[src/i2cds_pkg.sv]
// shared constants for the i2c clock divisor search
`timescale 1ns / 1ps

package i2cds_pkg;

    // datapath width of the shared divider
    localparam int C_DIV_W = 32;

    // reference clock after reset
    localparam logic [31:0] C_REF_RESET = 32'd111111115;

    // fixed prescale of the serial clock generator
    localparam logic [4:0] C_FIXED_DIV = 5'd22;

    // target clamping limits
    localparam logic [23:0] C_CLAMP_HIGH   = 24'd384600;
    localparam logic [23:0] C_CLAMP_MID_HI = 24'd100000;
    localparam logic [23:0] C_CLAMP_MID_LO = 24'd90000;

    // search limits
    localparam logic [5:0]  C_B_LAST = 6'd63;
    localparam logic [31:0] C_A_MAX  = 32'd3;

    // divisor fields of the control word
    localparam logic [31:0] C_MASK_A = 32'h0000C000;
    localparam logic [31:0] C_MASK_B = 32'h00003F00;

endpackage

[src/i2cds_div.sv]
// restoring divider, one quotient bit per cycle
`timescale 1ns / 1ps

module i2cds_div
    import i2cds_pkg::*;
#(
    parameter int W = C_DIV_W
) (
    input  logic         i_clk,
    input  logic         i_rst_n,
    input  logic         i_start,
    input  logic [W-1:0] i_dividend,
    input  logic [W-1:0] i_divisor,
    output logic         o_busy,
    output logic         o_done,
    output logic [W-1:0] o_quotient,
    output logic [W-1:0] o_remainder
);

    localparam int CW = (W > 1) ? $clog2(W) : 1;
    localparam logic [CW-1:0] C_LAST = CW'(W - 1);

    logic          r_busy, n_busy;
    logic          r_done, n_done;
    logic [CW-1:0] r_cnt, n_cnt;
    logic [W-1:0]  r_quo, n_quo;
    logic [W-1:0]  r_rem, n_rem;
    logic [W-1:0]  r_dvs, n_dvs;
    logic [W:0]    trial;

    // one restoring step per cycle
    always_comb begin
        n_busy = r_busy;
        n_done = 1'b0;
        n_cnt  = r_cnt;
        n_quo  = r_quo;
        n_rem  = r_rem;
        n_dvs  = r_dvs;
        trial  = {r_rem, r_quo[W-1]};
        if (i_start) begin
            n_busy = 1'b1;
            n_cnt  = '0;
            n_quo  = i_dividend;
            n_rem  = '0;
            n_dvs  = i_divisor;
        end else if (r_busy) begin
            if (trial >= {1'b0, r_dvs}) begin
                n_rem = W'(trial - {1'b0, r_dvs});
                n_quo = {r_quo[W-2:0], 1'b1};
            end else begin
                n_rem = trial[W-1:0];
                n_quo = {r_quo[W-2:0], 1'b0};
            end
            n_cnt = r_cnt + 1'b1;
            if (r_cnt == C_LAST) begin
                n_busy = 1'b0;
                n_done = 1'b1;
            end
        end
    end

    always_ff @(posedge i_clk) begin
        if (!i_rst_n) begin
            r_busy <= 1'b0;
            r_done <= 1'b0;
            r_cnt  <= '0;
        end else begin
            r_busy <= n_busy;
            r_done <= n_done;
            r_cnt  <= n_cnt;
        end
        r_quo <= n_quo;
        r_rem <= n_rem;
        r_dvs <= n_dvs;
    end

    assign o_busy      = r_busy;
    assign o_done      = r_done;
    assign o_quotient  = r_quo;
    assign o_remainder = r_rem;

endmodule

[src/i2c_clock_divisor_search_unit.sv]
// top level of the i2c clock divisor search unit
`timescale 1ns / 1ps

// Searches the two-stage serial clock divisor pair (a, b) for which
// ref / (22 * (a+1) * (b+1)) comes closest to the requested clock, and returns
// a, b and the control word with bits 15:14 = a and 13:8 = b. All arithmetic
// runs through one 32-bit restoring divider. The search tries one or two
// quotient candidates t and, for each, every b, dividing once more for each
// (t, b) point whose first-stage divisor fits (a <= 3); a zero target and a
// target too high for the reference skip the search. The input side is ready
// only while the sequencer is idle; a finished item waits in the output
// register, so the next item may enter before it is taken. The reference
// clock register resets to 111111115 Hz; the user must write it only while
// the unit is idle, which the unit itself does not enforce.

module i2c_clock_divisor_search_unit
    import i2cds_pkg::*;
(
    input  logic        i_clk,
    input  logic        i_rst_n,
    // configuration: reference clock in Hz
    input  logic        i_cfg_we,
    input  logic [31:0] i_cfg_wdata,
    // input items
    input  logic        i_s_tvalid,
    output logic        o_s_tready,
    input  logic [55:0] i_s_tdata,   // target_hz[23:0], control_in[55:24]
    // result items
    output logic        o_m_tvalid,
    input  logic        i_m_tready,
    output logic [39:0] o_m_tdata,   // div_a[1:0], div_b[7:2], control_out[39:8]
    output logic [0:0]  o_m_tuser    // out_of_range[0]
);

    // sequencer states
    localparam logic [2:0] S_IDLE   = 3'd0;
    localparam logic [2:0] S_W_TEMP = 3'd1;
    localparam logic [2:0] S_W_REM  = 3'd2;
    localparam logic [2:0] S_W_Q    = 3'd3;
    localparam logic [2:0] S_W_ACT  = 3'd4;
    localparam logic [2:0] S_NEXT_B = 3'd5;
    localparam logic [2:0] S_FIN    = 3'd6;

    logic [2:0]  r_state, n_state;
    logic [31:0] r_ref, n_ref;
    logic [31:0] r_ctrl, n_ctrl;
    logic [18:0] r_clamped, n_clamped;
    logic [31:0] r_temp, n_temp;
    logic [31:0] r_t, n_t;
    logic        r_inc, n_inc;
    logic        r_second, n_second;
    logic [5:0]  r_b, n_b;
    logic [1:0]  r_a, n_a;
    logic [31:0] r_last_err, n_last_err;
    logic [1:0]  r_cand_a, n_cand_a;
    logic [5:0]  r_cand_b, n_cand_b;
    logic [31:0] r_best_err, n_best_err;
    logic [1:0]  r_best_a, n_best_a;
    logic [5:0]  r_best_b, n_best_b;
    logic        r_oor, n_oor;
    logic        r_div_start, n_div_start;
    logic [31:0] r_dvd, n_dvd;
    logic [31:0] r_dvs, n_dvs;
    logic        r_m_valid, n_m_valid;
    logic [39:0] r_m_data, n_m_data;
    logic        r_m_user, n_m_user;

    logic        div_busy, div_done;
    logic [31:0] div_quo, div_rem;

    logic        s_accept;
    logic [23:0] in_target;
    logic [31:0] in_ctrl;
    logic [23:0] clamp_hi;
    logic [18:0] clamp_val;
    logic [31:0] q_adj;
    logic [9:0]  ab_prod;
    logic [12:0] act_div;
    logic [31:0] act_err;
    logic [31:0] ctrl_new;

    // the one shared divider
    i2cds_div #(
        .W (C_DIV_W)
    ) u_div (
        .i_clk       (i_clk),
        .i_rst_n     (i_rst_n),
        .i_start     (r_div_start),
        .i_dividend  (r_dvd),
        .i_divisor   (r_dvs),
        .o_busy      (div_busy),
        .o_done      (div_done),
        .o_quotient  (div_quo),
        .o_remainder (div_rem)
    );

    assign s_accept  = i_s_tvalid && o_s_tready;
    assign in_target = i_s_tdata[23:0];
    assign in_ctrl   = i_s_tdata[55:24];

    // clamp the incoming target
    assign clamp_hi  = (in_target > C_CLAMP_HIGH) ? C_CLAMP_HIGH : in_target;
    assign clamp_val = (clamp_hi <= C_CLAMP_MID_HI && clamp_hi > C_CLAMP_MID_LO)
                     ? C_CLAMP_MID_LO[18:0] : clamp_hi[18:0];

    // first-stage divisor from t / (b+1), and the divisor for the actual clock
    assign q_adj   = (div_quo == 32'd0) ? 32'd0 : div_quo - 32'd1;
    assign ab_prod = 10'({1'b0, q_adj[1:0]} + 3'd1) * 10'({1'b0, r_b} + 7'd1);
    assign act_div = {3'd0, ab_prod} * {8'd0, C_FIXED_DIV};

    // distance of the actual clock from the clamped target
    assign act_err = (div_quo > {13'd0, r_clamped}) ? div_quo - {13'd0, r_clamped}
                                                   : {13'd0, r_clamped} - div_quo;

    // control word with the chosen divisors inserted
    assign ctrl_new = (r_ctrl & ~(C_MASK_A | C_MASK_B))
                    | {16'd0, r_best_a, r_best_b, 8'd0};

    // sequencer
    always_comb begin
        n_state     = r_state;
        n_ref       = r_ref;
        n_ctrl      = r_ctrl;
        n_clamped   = r_clamped;
        n_temp      = r_temp;
        n_t         = r_t;
        n_inc       = r_inc;
        n_second    = r_second;
        n_b         = r_b;
        n_a         = r_a;
        n_last_err  = r_last_err;
        n_cand_a    = r_cand_a;
        n_cand_b    = r_cand_b;
        n_best_err  = r_best_err;
        n_best_a    = r_best_a;
        n_best_b    = r_best_b;
        n_oor       = r_oor;
        n_div_start = 1'b0;
        n_dvd       = r_dvd;
        n_dvs       = r_dvs;
        n_m_valid   = r_m_valid;
        n_m_data    = r_m_data;
        n_m_user    = r_m_user;

        if (r_m_valid && i_m_tready) begin
            n_m_valid = 1'b0;
        end
        if (i_cfg_we) begin
            n_ref = i_cfg_wdata;
        end

        case (r_state)
            S_IDLE: begin
                if (s_accept) begin
                    n_ctrl    = in_ctrl;
                    n_clamped = clamp_val;
                    if (in_target == 24'd0) begin
                        n_oor   = 1'b1;
                        n_state = S_FIN;
                    end else begin
                        n_oor       = 1'b0;
                        n_dvd       = r_ref;
                        n_dvs       = {8'd0, in_target} * {27'd0, C_FIXED_DIV};
                        n_div_start = 1'b1;
                        n_state     = S_W_TEMP;
                    end
                end
            end
            // temp = ref / (22 * target)
            S_W_TEMP: begin
                if (div_done) begin
                    n_temp = div_quo;
                    if (div_quo == 32'd0) begin
                        n_oor   = 1'b1;
                        n_state = S_FIN;
                    end else begin
                        n_dvs       = {13'd0, r_clamped} * {27'd0, C_FIXED_DIV};
                        n_div_start = 1'b1;
                        n_state     = S_W_REM;
                    end
                end
            end
            // remainder against the clamped target decides on temp + 1
            S_W_REM: begin
                if (div_done) begin
                    n_inc       = (div_rem != 32'd0);
                    n_second    = 1'b0;
                    n_t         = r_temp;
                    n_best_err  = {13'd0, r_clamped};
                    n_best_a    = 2'd0;
                    n_best_b    = 6'd0;
                    n_last_err  = {13'd0, r_clamped};
                    n_cand_a    = 2'd0;
                    n_cand_b    = 6'd0;
                    n_b         = 6'd0;
                    n_dvd       = r_temp;
                    n_dvs       = 32'd1;
                    n_div_start = 1'b1;
                    n_state     = S_W_Q;
                end
            end
            // first-stage divisor for this b
            S_W_Q: begin
                if (div_done) begin
                    if (q_adj > C_A_MAX) begin
                        n_state = S_NEXT_B;
                    end else begin
                        n_a         = q_adj[1:0];
                        n_dvd       = r_ref;
                        n_dvs       = {19'd0, act_div};
                        n_div_start = 1'b1;
                        n_state     = S_W_ACT;
                    end
                end
            end
            // actual clock and its error
            S_W_ACT: begin
                if (div_done) begin
                    if (r_last_err > act_err) begin
                        n_last_err = act_err;
                        n_cand_a   = r_a;
                        n_cand_b   = r_b;
                    end
                    n_state = S_NEXT_B;
                end
            end
            // step b, or close this t
            S_NEXT_B: begin
                if (r_b == C_B_LAST) begin
                    if (r_last_err < r_best_err) begin
                        n_best_err = r_last_err;
                        n_best_a   = r_cand_a;
                        n_best_b   = r_cand_b;
                    end
                    if (r_inc && !r_second) begin
                        n_second    = 1'b1;
                        n_t         = r_t + 32'd1;
                        n_last_err  = {13'd0, r_clamped};
                        n_cand_a    = 2'd0;
                        n_cand_b    = 6'd0;
                        n_b         = 6'd0;
                        n_dvd       = r_t + 32'd1;
                        n_dvs       = 32'd1;
                        n_div_start = 1'b1;
                        n_state     = S_W_Q;
                    end else begin
                        n_state = S_FIN;
                    end
                end else begin
                    n_b         = r_b + 6'd1;
                    n_dvd       = r_t;
                    n_dvs       = {25'd0, 7'({1'b0, r_b} + 7'd2)};
                    n_div_start = 1'b1;
                    n_state     = S_W_Q;
                end
            end
            // hand the item to the output register
            S_FIN: begin
                if (!r_m_valid || i_m_tready) begin
                    n_m_valid = 1'b1;
                    n_m_user  = r_oor;
                    if (r_oor) begin
                        n_m_data = {r_ctrl, r_ctrl[13:8], r_ctrl[15:14]};
                    end else begin
                        n_m_data = {ctrl_new, r_best_b, r_best_a};
                    end
                    n_state = S_IDLE;
                end
            end
            default: begin
                n_state = S_IDLE;
            end
        endcase
    end

    always_ff @(posedge i_clk) begin
        if (!i_rst_n) begin
            r_state     <= S_IDLE;
            r_ref       <= C_REF_RESET;
            r_div_start <= 1'b0;
            r_m_valid   <= 1'b0;
        end else begin
            r_state     <= n_state;
            r_ref       <= n_ref;
            r_div_start <= n_div_start;
            r_m_valid   <= n_m_valid;
        end
        r_ctrl     <= n_ctrl;
        r_clamped  <= n_clamped;
        r_temp     <= n_temp;
        r_t        <= n_t;
        r_inc      <= n_inc;
        r_second   <= n_second;
        r_b        <= n_b;
        r_a        <= n_a;
        r_last_err <= n_last_err;
        r_cand_a   <= n_cand_a;
        r_cand_b   <= n_cand_b;
        r_best_err <= n_best_err;
        r_best_a   <= n_best_a;
        r_best_b   <= n_best_b;
        r_oor      <= n_oor;
        r_dvd      <= n_dvd;
        r_dvs      <= n_dvs;
        r_m_data   <= n_m_data;
        r_m_user   <= n_m_user;
    end

    assign o_s_tready = (r_state == S_IDLE);
    assign o_m_tvalid = r_m_valid;
    assign o_m_tdata  = r_m_data;
    assign o_m_tuser  = r_m_user;

    // divisor fields always agree with the control word they went into
    a_fields_match: assert property (@(posedge i_clk) disable iff (!i_rst_n)
        o_m_tvalid |-> (o_m_tdata[1:0] == o_m_tdata[23:22]) &&
                       (o_m_tdata[7:2] == o_m_tdata[21:16]))
        else $error("divisor fields differ from control word");

    // the divider only reports back while the sequencer waits on it
    a_done_in_wait: assert property (@(posedge i_clk) disable iff (!i_rst_n)
        div_done |-> (r_state == S_W_TEMP) || (r_state == S_W_REM) ||
                     (r_state == S_W_Q) || (r_state == S_W_ACT))
        else $error("divider result outside a wait state");

    // no new item while a division is still running
    a_idle_divider: assert property (@(posedge i_clk) disable iff (!i_rst_n)
        o_s_tready |-> !div_busy && !r_div_start)
        else $error("input ready while divider busy");

endmodule

[config.mk]
export PLATFORM = sky130hd
export DESIGN_NAME = i2c_clock_divisor_search_unit
export DESIGN_NICKNAME = d
export VERILOG_FILES = /design/src/i2cds_pkg.sv /design/src/i2cds_div.sv /design/src/i2c_clock_divisor_search_unit.sv
export SDC_FILE = /design/constraint.sdc
export NUM_CORES = 1
export LEC_CHECK = 0
export BUFFER_PORTS_ARGS = -buffer_cell sky130_fd_sc_hd__buf_2
export CORE_UTILIZATION = 34
export CTS_CLUSTER_DIAMETER = 30
export DETAILED_ROUTE_END_ITERATION = 6
export HOLD_SLACK_MARGIN = 0.02
export SYNTH_ARGS = -nofsm -noshare
export SYNTH_HDL_FRONTEND = slang
export SYNTH_SLANG_ARGS = --single-unit
[constraint.sdc]
create_clock -name i_clk -period 8.4 [get_ports i_clk]
set_clock_uncertainty 0.2 [all_clocks]
set_input_delay 0.84 -clock i_clk [delete_from_list [all_inputs] [get_ports i_clk]]
set_output_delay 0.84 -clock i_clk [all_outputs]
set_load 0.005 [all_outputs]
# --- After elaboration in Yosys (flattened, before gate mapping) ---
# Index checks and enable logic that the tools add are counted.
word_totals:
  regBits: 451
  out_inout_bits: 43
  inputBits: 93
classes:
  magnitude_cmp: 8
  reduce_logical: 32
  bitwise_logic: 4
  eq_ne: 23
  addsub: 10
  mul: 4
  mux: 95
ops:
  columns: ["op", "count"]
  rows:
  - ["2-to-1 mux 32 bit", 29]
  - ["case mux 32 bit (5 select lines)", 1]
  - ["case mux 32 bit (2 select lines)", 2]
  - ["case mux 32 bit (4 select lines)", 1]
  - ["case mux 32 bit (3 select lines)", 1]
  - ["2-to-1 mux 6 bit", 8]
  - ["2-to-1 mux 40 bit", 1]
  - [">= comparator 33 x 32 -> 1 bit", 1]
  - ["adder 32 x 1 -> 32 bit, second input constant", 1]
  - ["> comparator 32 x 19 -> 1 bit", 1]
  - ["> comparator 32 x 2 -> 1 bit, second input constant", 1]
  - ["> comparator 32 bit", 1]
  - ["logical NOT 32 bit", 1]
  - ["< comparator 32 bit", 1]
  - ["bitwise OR 32 x 16 -> 32 bit", 1]
  - ["nonzero test 32 bit", 1]
  - ["subtractor 19 x 32 -> 32 bit", 1]
  - ["subtractor 32 x 1 -> 32 bit, second input constant", 1]
  - ["subtractor 32 x 19 -> 32 bit", 1]
  - ["subtractor 32 bit", 1]
  - ["2-to-1 mux 3 bit", 10]
  - ["multiplier 24 x 4 -> 28 bit, second input constant", 1]
  - ["2-to-1 mux 1 bit", 25]
  - ["> comparator 24 x 17 -> 1 bit, second input constant", 1]
  - ["45 further kinds", 83]

# --- Logic depth before layout (Yosys ltp) ---
logic_depth:
  depth_word: 8
  ltp_mapped: 29
  depth_no_buf: 28

# --- Modules after synthesis ---
# Synthesis repeated with hierarchy kept, for this count alone.
hier_totals:
  cells_unflattened: 3075
  area_unflattened_um2: 30226.5
by_module_without_submodules:
  columns: ["module", "cells_each", "n_inst", "seq_area_each_um2", "area_each_um2"]
  rows:
  - ["i2c_clock_divisor_search_unit", 2497, 1, 9749.4, 24348.4]
  - ["i2cds_div", 578, 1, 2702.6, 5878.1]

# --- Least setup slack after synthesis ---
# OpenSTA, ideal clock, no wires.
synth_timing:
  path_kind: "reg2reg"
  startpoint: "register u_div.r_quo[24], in the netlist u_div.o_quotient[24]"
  endpoint: "register r_dvs[12], data pin"
  n_path_buf: 1
  stages_incl_launch_ff: 30
  required_ps: 7928
  arrival_ps: 6592
  setup_ps: 272
  slack_ps: 1336
  path_cell_list: "edfxtp_1 -> buf_6 -> or4_4 -> or4_1 -> nand2b_4 -> or4_4 -> o21ai_2 -> inv_2 -> ha_1 -> nand2_1 -> fa_1 -> inv_1 -> ha_1 -> a21o_1 -> a21oi_1 -> o21bai_1 -> a21oi_1 -> xnor2_1 -> inv_1 -> ha_1 -> inv_1 -> fa_1 -> inv_1 -> ha_1 -> a21oi_1 -> o21ai_0 -> a31oi_1 -> xnor2_1 -> a22oi_1 -> o21ai_0"
synth_between:
  elab_chain_len: 8
synth_lines:
  columns: ["element", "line", "source"]
  rows:
  - ["start, declared", "i2cds_div.sv:26", "logic [W-1:0] r_quo, n_quo;"]
  - ["start signal, assigned", "i2cds_div.sv:72", "r_quo <= n_quo;"]
  - ["logical NOT 32 bit", "i2c_clock_divisor_search_unit.sv:107", "assign q_adj = (div_quo == 32'd0) ? 32'd0 : div_quo - 32'd1;"]
  - ["2-to-1 mux 32 bit", "i2c_clock_divisor_search_unit.sv:107", null]
  - ["via q_adj[0]", "i2c_clock_divisor_search_unit.sv:76", "logic [31:0] q_adj;"]
  - ["adder 2 x 1 -> 3 bit", "i2c_clock_divisor_search_unit.sv:108", "assign ab_prod = 10'({1'b0, q_adj[1:0]} + 3'd1) * 10'({1'b0, r_b} + 7'd1);"]
  - ["multiplier 3 x 7 -> 10 bit", "i2c_clock_divisor_search_unit.sv:108", null]
  - ["multiplier 10 x 4 -> 12 bit", "i2c_clock_divisor_search_unit.sv:109", "assign act_div = {3'd0, ab_prod} * {8'd0, C_FIXED_DIV};"]
  - ["2-to-1 mux 32 bit", "i2c_clock_divisor_search_unit.sv:205", "if (q_adj > C_A_MAX) begin"]
  - ["2-to-1 mux 32 bit", "i2c_clock_divisor_search_unit.sv:204", "if (div_done) begin"]
  - ["case mux 32 bit (5 select lines)", "i2c_clock_divisor_search_unit.sv:152", "case (r_state)"]
  - ["via n_dvs[12]", "i2c_clock_divisor_search_unit.sv:63", "logic [31:0] r_dvs, n_dvs;"]
  - ["end signal, assigned", "i2c_clock_divisor_search_unit.sv:304", "r_dvs <= n_dvs;"]
  - ["end, declared", "i2c_clock_divisor_search_unit.sv:63", null]
# The timed path passes the listed nets, and every way through them passes these cells. The select of a mux whose other input is x is not followed.
# A chain may end at the register's enable or synchronous reset.

# --- Worst setup path in the final report ---
# Same ends and word-level chain as after synthesis.

==> summary.txt <==
Yosys
  – Avg Cell Area, Syn: 9.84 µm²
  – Compound-Gate Fraction of Synth Area: 0.150
  – Post-synth top area share: 0.374
  – Synth warn: 0
  – Largest cells by area after synthesis: edfxtp_1 (37%), ha_1 (11%), dfxtp_1 (5.3%)
  – Post-synth EDFFs: 361
  – Cell count after synthesis: 2944
  – Largest family of logic cells by synthesized area: adder cells
  – Top post-synthesis cells by count: edfxtp_1 (361), inv_1 (338), nand2_1 (269), ha_1 (263), o21ai_0 (228)
  – Mux contribution to synthesized area: 0.0257
  – Synth Area in Adders: 0.150
  – Most numerous cell in the Yosys netlist: edfxtp_1
  – Yosys top cell by area: edfxtp_1
  – #FFs+latches synth: 437
  – Post-Synth Simple-Gate Area: 0.131
  – Yosys cell types: 83
  – Seq/Total Area, Yosys: 0.427
  – Cell area after synthesis: 29000 µm²
  – Synth Area in XOR/XNOR: 0.0550
  – Syn_nets: 3353
  – Most used DFF post-synth: edfxtp_1
  – Post-synth ARST share: 0

Clock tree
  – Root Buffer Master: clkbuf_16
  – CTS tree: yes
  – CTS Buf Count: 91
  – Max H-tree Level: 3
  – Clk sinks: 437
  – Worst-skew pair later-pin latency: 0.66 ns
  – Count of hold buffers inserted by post-cts repair: 0
  – Post-CTS sizing: 0
  – Buffers inserted by post-CTS timing repair: 0
  – CTS Buffer Depth: 3
  – Clk slew on worst S/H paths: 0.06 ns

Hold path
  – Type of the worst min-delay path: input pin to flop

Cells and area
  – P&R area growth vs syn: 17.9%
  – ANT cells: 0
  – Layout cells sized above 1: 0.124
  – Final Util: 0.407
  – Layout Nets: 3485

Floorplan
  – Full die area: 86400 µm²
  – Die height: 294 µm
  – Die Span X: 294 µm
  – Num ports: 136
  – Row count: 106
  – Initial Util: 0.345
  – Core Area: 84000 µm²

Critical path
  – CP startpoint kind: flop
  – Worst Path Max Fanout: 9
  – Worst Path Arrival: 7.95 ns
  – CP Class: flop to flop
  – Worst path required time: 8.57 ns
  – Setup crit end kind: flop

Power
  – Peak VDD IR: 159 µV
  – Leakage: 14.5 nW
  – Power Dens Cells: 270 nW/µm²

Timing
  – Achievable Freq: 129 MHz
  – RSZ-0062 raised after global routing: false
  – Slew margin rel.: 0.307
  – Hold Fails Final Rpt: 0
  – Hold slack: 0.142 ns
  – Final Cycle Share: 0.926
  – Final setup fails: 0
  – Fin Setup TNS: 0 ns
  – Fin crit period: 7.78 ns
  – Final Slew Violations: 0
  – Worst Tran Pin Value: 1.04 ns

Routing
  – Via/cell ratio: 5.14
  – Initial drt markers: 1699
  – Number of routed nets with antenna violations: 0
  – Total length of routed wires: 80.2 mm
  – # DRC: 0
  – DR WL/cell: 18.7 µm
  – 1st-pass router iterations: 5
  – Overall via count from detail_route: 22041

GRT
  – Total GRT Usage: 0.184
  – Vias in the first global route: 20850
  – Global-route wire length before repair: 123 mm
  – Largest net degree at the start of global routing: 94
  – Antenna violations before repair: 1
  – GRT overflow: 0

Placed design
  – Final HPWL DP: 61.1 mm
  – Port bufs: 135
  – GPL Wtd Cong: 0.912

Job
  – Max Cap Viol: 0

Outcome
  – Status: finished clean
-- cells by family after synthesis --
kind of cell,after synthesis
fa+ha+maj,316
buf+inv,463
flops,437
compound gates,691
simple gates,784
xor+xnor,182
mux,71
-- placed cells by master, fill, tap and decap left out, types with 21 or more instances in the layout --
cell and instances:
dfxtp_1 75, and3_1 39, nor2b_1 43, edfxtp_1 361, xor2_1 87, nor3_1 42, xnor2_1 95, fa_1 53
nor2_1 154, buf_2 135, nand4_1 29, mux2i_1 47, nor4_1 21, buf_4 27, a22oi_1 34, o21a_1 24
a21oi_1 155, nand3_1 56, a211oi_1 23, ha_1 263, nand2_1 269, o21ai_0 228, mux2_2 23, and2_1 45
clkbuf_16 91, a21o_1 61, inv_1 337, nand2b_1 23
-- critical path, stage by stage, from the launching register on --
cell	delay [ns]
edfxtp_1	0.52
or4_4	0.62
or4_1	0.44
nand2b_4	0.20
or4_4	0.51
o21ai_2	0.31
inv_2	0.12
ha_1	0.40
and2_1	0.20
fa_1	0.47
ha_1	0.24
fa_1	0.40
a21o_1	0.17
a21oi_1	0.29
o21bai_1	0.10
a21oi_1	0.18
xnor2_1	0.22
inv_1	0.10
fa_1	0.49
inv_1	0.04
ha_1	0.33
nand2_1	0.06
o21ai_0	0.30
a31oi_1	0.15
xnor2_1	0.14
a22oi_1	0.17
o21ai_0	0.11
-- where the power goes --
part | switching (mW) | internal [mW]
logic | 1.55 | 1.02
clock network | 1.37 | 2.43
registers | 0.217 | 2.63
total | 3.13 | 6.09
-- sequential cells by signal (all words and copies together), names as in the netlist, 19 cells and up --
signal and flops:
o_m_tdata 32, r_best_err 32, r_ctrl 32, r_dvd 32
r_last_err 32, r_ref 32, r_t 32, r_temp 32
u_div.o_quotient 32, u_div.o_remainder 32, r_dvs 29, u_div.r_dvs 29
r_clamped 19
-- final timing paths --
check                        from               to  slack (ns)  cells after the start
min reg2reg             r_dvs[14]  u_div.r_dvs[14]        0.19                      0
max          u_div.o_quotient[24]        r_dvs[12]        0.62                     26
min                 i_s_tdata[35]       r_ctrl[11]        0.14                      1
max reg2reg  u_div.o_quotient[24]        r_dvs[12]        0.62                     26
-- layer usage --
layer,routed length [µm],part of all wire,up-vias,global-route usage
li1,-,-,10758,-
met1,38400,0.48,10580,0.268
met2,35600,0.44,598,0.279
met3,4490,0.056,103,0.0295
met4,1660,0.021,2,0.0530
met5,8,0.00010,-,0
-- final cells by class --
class	count	area, µm²
tap	1134	1420
sequential	437	12400
clock inverter	78	1020
fill	8198	49800
clock buffer	93	2280
multi-input combinational	2044	14900
inverter	340	1280
timing repair buffer	162	878
-- per-stage QoR --
stage          cell area, µm²  cells  worst slack, ns  power [mW]
2_1_floorplan           29000   2944             1.34        4.70
3_3_place_gp            30800   4117            0.716        5.43
3_5_place_dp            30800   4117            0.683        5.43
4_1_cts                 34100   4288            0.620        9.27
5_1_grt                 34100   4288           0.0584        9.72
6_report                34100   4288            0.619        9.22
No activity file was read; power rests on OpenSTA's default activity.
